## src/rtl/segment_pair_closest_points_defines.svh

```systemverilog
// Assertion macros used by the queue RTL
`ifndef SEGMENT_PAIR_CLOSEST_POINTS_DEFINES_SVH
`define SEGMENT_PAIR_CLOSEST_POINTS_DEFINES_SVH

// Implication checked on every clock, masked during reset
`define SPCP_ASSERT_IMP(label, clk, rst, ante, cons, msg) \
   label: assert property (@(posedge clk) disable iff (rst) (ante) |-> (cons)) \
      else $error(msg);

// Next-cycle implication, masked during reset
`define SPCP_ASSERT_NEXT(label, clk, rst, ante, cons, msg) \
   label: assert property (@(posedge clk) disable iff (rst) (ante) |=> (cons)) \
      else $error(msg);

`endif

```

## src/rtl/spcp_pkg.sv

```systemverilog
package spcp_pkg;
   localparam int COORD_BITS = 16;
   localparam int FRAC_BITS  = 16;
   localparam int DIFF_BITS  = COORD_BITS + 1;
   localparam int DOT_BITS   = 2 * DIFF_BITS + 2;
   localparam int PROD_BITS  = 2 * DOT_BITS + 1;
   localparam int NUM_BITS   = PROD_BITS + 1;
   localparam int Q_BITS     = FRAC_BITS + 1;
   localparam int PT_BITS    = 32;
   localparam int REQ_BYTES  = (12 * COORD_BITS + 7) / 8;
   localparam int RSP_BITS   = 6 * PT_BITS + 2 * Q_BITS;
   localparam int RSP_BYTES  = (RSP_BITS + 7) / 8;
   localparam int NUM_DIV    = 2;
   localparam int DIV_STAGES = FRAC_BITS;
   localparam int QDEPTH     = 4;
   localparam int QIDX_BITS  = 2;
   localparam int QCNT_BITS  = 3;

   typedef logic signed [COORD_BITS-1:0] coord_type;
   typedef logic signed [DIFF_BITS-1:0]  diff_type;
   typedef logic signed [DOT_BITS-1:0]   dot_type;
   typedef logic signed [NUM_BITS-1:0]   num_type;
   typedef logic [Q_BITS-1:0]            q_type;

   // Division job: num/den as Q0.FRAC fraction, already screened for ends
   typedef struct packed {
      logic    force_zero;
      logic    force_one;
      num_type num;
      num_type den;
   } div_job_type;

   // Item passed from front to back through the queue
   typedef struct packed {
      coord_type [2:0] s1;
      coord_type [2:0] s2;
      diff_type  [2:0] u;
      diff_type  [2:0] v;
      div_job_type     js;
      div_job_type     jt;
   } work_type;

   typedef struct packed {
      logic full;
      logic empty;
   } qstat_type;
endpackage

```

## src/rtl/spcp_queue.sv

```systemverilog
// Short FIFO between front and back
module spcp_queue (
   input  logic                 clock,
   input  logic                 reset,
   input  logic                 push,
   input  spcp_pkg::work_type   push_data,
   input  logic                 pop,
   output spcp_pkg::work_type   pop_data,
   output spcp_pkg::qstat_type  stat,
   output logic [spcp_pkg::QCNT_BITS-1:0] count
);
   import spcp_pkg::*;

   work_type mem_ff [QDEPTH];
   logic [QIDX_BITS-1:0] wr_ff, rd_ff, wr_in, rd_in;
   logic [QCNT_BITS-1:0] cnt_ff, cnt_in;

   always_comb begin
      wr_in  = push ? wr_ff + 1'b1 : wr_ff;
      rd_in  = pop ? rd_ff + 1'b1 : rd_ff;
      cnt_in = cnt_ff + QCNT_BITS'(push) - QCNT_BITS'(pop);
   end

   always_ff @(posedge clock) begin
      if (reset) begin
         wr_ff <= '0; rd_ff <= '0; cnt_ff <= '0;
      end else begin
         wr_ff <= wr_in; rd_ff <= rd_in; cnt_ff <= cnt_in;
      end
   end

   always_ff @(posedge clock) begin
      if (push) mem_ff[wr_ff] <= push_data;
   end

   assign pop_data   = mem_ff[rd_ff];
   assign stat.full  = (cnt_ff == QCNT_BITS'(QDEPTH));
   assign stat.empty = (cnt_ff == '0);
   assign count      = cnt_ff;

`include "segment_pair_closest_points_defines.svh"
   `SPCP_ASSERT_IMP(a_no_overflow, clock, reset, stat.full, !push || pop, "queue overflow")
   `SPCP_ASSERT_IMP(a_no_underflow, clock, reset, stat.empty, !pop, "queue underflow")
   `SPCP_ASSERT_NEXT(a_cnt_track, clock, reset, push && !pop, cnt_ff == $past(cnt_ff) + 1'b1,
      "queue count mismatch")
endmodule

```

## config.mk

```make
export PLATFORM = sky130hd
export DESIGN_NAME = spcp_queue
export DESIGN_NICKNAME = d
export VERILOG_FILES = /design/src/rtl/spcp_pkg.sv /design/src/rtl/spcp_queue.sv
export VERILOG_INCLUDE_DIRS = /design/src /design/src/rtl
export SDC_FILE = /design/constraint.sdc
export NUM_CORES = 1
export LEC_CHECK = 0
export ABC_AREA = 0
export BUFFER_PORTS_ARGS = -buffer_cell sky130_fd_sc_hd__buf_2
export CAP_MARGIN = 20
export CORE_AREA = 2 2 395 397
export CTS_CLUSTER_SIZE = 10
export DETAILED_ROUTE_END_ITERATION = 12
export DIE_AREA = 0 0 397 399
export GPL_ROUTABILITY_DRIVEN = 0
export PLACE_DENSITY_LB_ADDON = 0.15
export SLEW_MARGIN = 0
export SYNTH_ARGS = -nofsm -noshare
export SYNTH_HDL_FRONTEND = slang
export SYNTH_SLANG_ARGS = --single-unit
```

## constraint.sdc

```tcl
create_clock -name clock -period 33.9 [get_ports clock]
set_clock_uncertainty 0.1 [all_clocks]
set_input_delay 1.695 -clock clock [delete_from_list [all_inputs] [get_ports clock]]
set_output_delay 1.695 -clock clock [all_outputs]
set_load 0.005 [all_outputs]
```

==> results_dict.tcl <==
set metrics [dict create \
    timing.critical_path.to_type "primary output" \
    ws_path_type "reg2out" \
    cts_repair_resize_count 0 \
    drive_gt1_frac 0.4632 \
    post_cts.repair.setup_buffers 0 \
    synth-compound-area-share 0.0002079 \
    min_tclk_post_route_ns 6.673 \
    final-setup-viol-count 0 \
    synth_nets 3152 \
    detailed_place_hpwl_um 104700 \
    yosys_warnings 0 \
    critical_path_peak_fanout 65 \
    synthDominantAreaCellType "sky130_fd_sc_hd__edfxtp_1" \
    slew_headroom 0.3030 \
    hp-class "reg2reg" \
    detailed_route_via_count 32720 \
    routed_wirelength_um 165100 \
    synthCells 2643 \
    rsz0062_at_grt "false" \
    yosys.area_share.xor_xnor 0.0005718 \
    die_width_um 397 \
    remaining_drc_errors 0 \
    global_route.overflow_total 0 \
    cts_hold_buf 0 \
    max-cap-violations 0 \
    powerDensity_nw_per_um2 63.16 \
    numClockSinks 2001 \
    synth_common_cells "sky130_fd_sc_hd__edfxtp_1, sky130_fd_sc_hd__mux4_2, sky130_fd_sc_hd__buf_2" \
    grt_use_total 0.2062 \
    report.final.slew_viol_count 0 \
    power.total_mw 5.406 \
    port_buffers 1004 \
    die_h_um 399 \
    critical_path_required_ns 32.10 \
    post_drt_wl_per_cell_um 27.75 \
    cts_buffer_count 220 \
    htree_num_levels 4 \
    post_synth_main_area_contributors "sky130_fd_sc_hd__edfxtp_1, sky130_fd_sc_hd__mux4_2, sky130_fd_sc_hd__buf_6" \
    ios 1005 \
    areaGrowthSynthToFinish_pct 18.53 \
    start_util 0.4699 \
    timing.setup.tns_ns 0 \
    seq_area_frac_synth 0.8309 \
    cts_max_path_buffers 3 \
    p_leak_nw 28.33 \
    synth_top_area_frac 0.8284 \
    finalNetCount 4310 \
    synth_top_family_by_area "multiplexers" \
    status "completed" \
    viasPerCell 5.499 \
    hold_path_depth 2 \
    synthMuxAreaShare 0.1555 \
    first_pass_iters 5 \
    yosys.area_share.simple 0.001040 \
    synth_seq_cells 2001 \
    grt_pass1_wl_um 235300 \
    finalHoldViolCount 0 \
    post-synth-top-count-cell "sky130_fd_sc_hd__edfxtp_1" \
    worst_reg_to_reg_cells 5 \
    cts_tree "done" \
    pin_count_of_the_biggest_net_entering_global_routing 154 \
    antenna_left 0 \
    filler_cells 11400 \
    vdd_ir_drop_max_uv 60.84 \
    core.rowCount 144 \
    post_synth_fa_ha_maj_area_fraction 0.001317 \
    synth-edff-count 1992 \
    initialDrtViolationCount 2348 \
    synth.cell_area_um2 72210 \
    antenna_found_initial 120 \
    final_cycle_share 0.1969 \
    ys_dominant_reg_cell "sky130_fd_sc_hd__edfxtp_1" \
    worst-slew-pin-transition_ns 1.045 \
    worst_skew_pair.late_latency_ns 0.80 \
    synthArstFlopShare 0 \
    cell_at_the_root_of_the_clock_tree "sky130_fd_sc_hd__clkbuf_16" \
    max_freq_mhz 149.9 \
    clkSlewWorstSetupHoldPaths_ns 0.05 \
    worst_ep_arrival_ns 4.88 \
    mean_cell_area_of_the_mapped_netlist_um2 27.32 \
    first_global_vias 33740 \
    die_area_um2 158400 \
    synth_cell_type_count 22 \
    worstSetupStartpointType "flop" \
    core-area_um2 153700 \
]
-- metal layers --
layer,global-route usage,part of all wire
met5,0,0.0035
met2,0.3373,0.50
met1,0.2497,0.37
met4,0.07299,0.032
met3,0.08157,0.094
-- final timing paths --
kind	from	end	slack, ns
min	rd_ff[1]$_SDFFE_PP0P_	flop	0.43
max reg2reg	wr_ff[0]$_SDFFE_PP0P_	mem_ff[1][185]$_DFFE_PP_	29.71
max	flop	pop_data[7]	27.23
min reg2reg	rd_ff[1]$_SDFFE_PP0P_	flop	0.43
-- final cells by class --
| type | count | area, um^2 | share of cell area |
|---|---|---|---|
| Tap cell | 2044 | 2557 | 0.02988 |
| Antenna cell | 45 | 112.6 | 0.001316 |
| Clock inverter | 17 | 272.8 | 0.003187 |
| Multi-Input combinational cell | 525 | 11460 | 0.1339 |
| Timing Repair Buffer | 1047 | 5460 | 0.06379 |
| Inverter | 6 | 22.52 | 0.0002631 |
| Clock buffer | 266 | 5699 | 0.06659 |
| Sequential cell | 2001 | 60010 | 0.7011 |
-- cell families after synthesis --
| logic type | after synthesis |
|---|---|
| and+or+nand+nor | 14 |
| buffers and inverters | 117 |
| AOI/OAI and AO/OA | 2 |
| adders and majority gates | 7 |
| DFF | 2001 |
| muxes | 499 |
| xor gates and xnor gates | 3 |
-- layout by cell type (no fill, tap or decap), types with 6 or more instances in the layout --
master / instances
sky130_fd_sc_hd__edfxtp_1: 1992
sky130_fd_sc_hd__buf_2: 1004
sky130_fd_sc_hd__mux4_2: 498
sky130_fd_sc_hd__clkbuf_16: 221
sky130_fd_sc_hd__diode_2: 45
sky130_fd_sc_hd__clkbuf_1: 45
sky130_fd_sc_hd__buf_4: 34
sky130_fd_sc_hd__buf_12: 9
sky130_fd_sc_hd__dfxtp_1: 7
sky130_fd_sc_hd__inv_1: 6
sky130_fd_sc_hd__ha_1: 6
-- through the flow --
stage	setup slack [ns]	instances	hold WS [ns]	instance area, um^2	util
CTS	27.08	5905	0.4328	85460	0.5561
floorplan	20.00	2643	0.3918	72210	-
global placement	28.01	5622	0.4251	79490	0.5172
finish	27.23	5951	0.4252	85590	0.5569
detailed placement	27.99	5622	0.4395	79490	0.5172
global route	26.94	5926	0.4668	85530	0.5565
-- critical path: stages (launching register included) --
cell and delay [ns]:
sky130_fd_sc_hd__dfxtp_4 0.71, sky130_fd_sc_hd__buf_4 0.88, sky130_fd_sc_hd__buf_4 0.78, sky130_fd_sc_hd__buf_4 0.88, sky130_fd_sc_hd__mux4_2 0.43, sky130_fd_sc_hd__buf_2 0.14
-- power breakdown --
group / switching, mW / leakage, nW / total (mW) / internal [mW]
Sequential: 0.0272 / 18.4 / 2.88 / 2.85
Combinational: 0.266 / 7.07 / 0.483 / 0.217
Clock: 0.881 / 2.89 / 2.05 / 1.16
-- registers in the layout, indices dropped and copies added, names as in the netlist, named ones only --
name and flops:
mem_ff 1992, wr_ff 2, count 3, rd_ff 2
No activity file was read; power rests on OpenSTA's default activity.
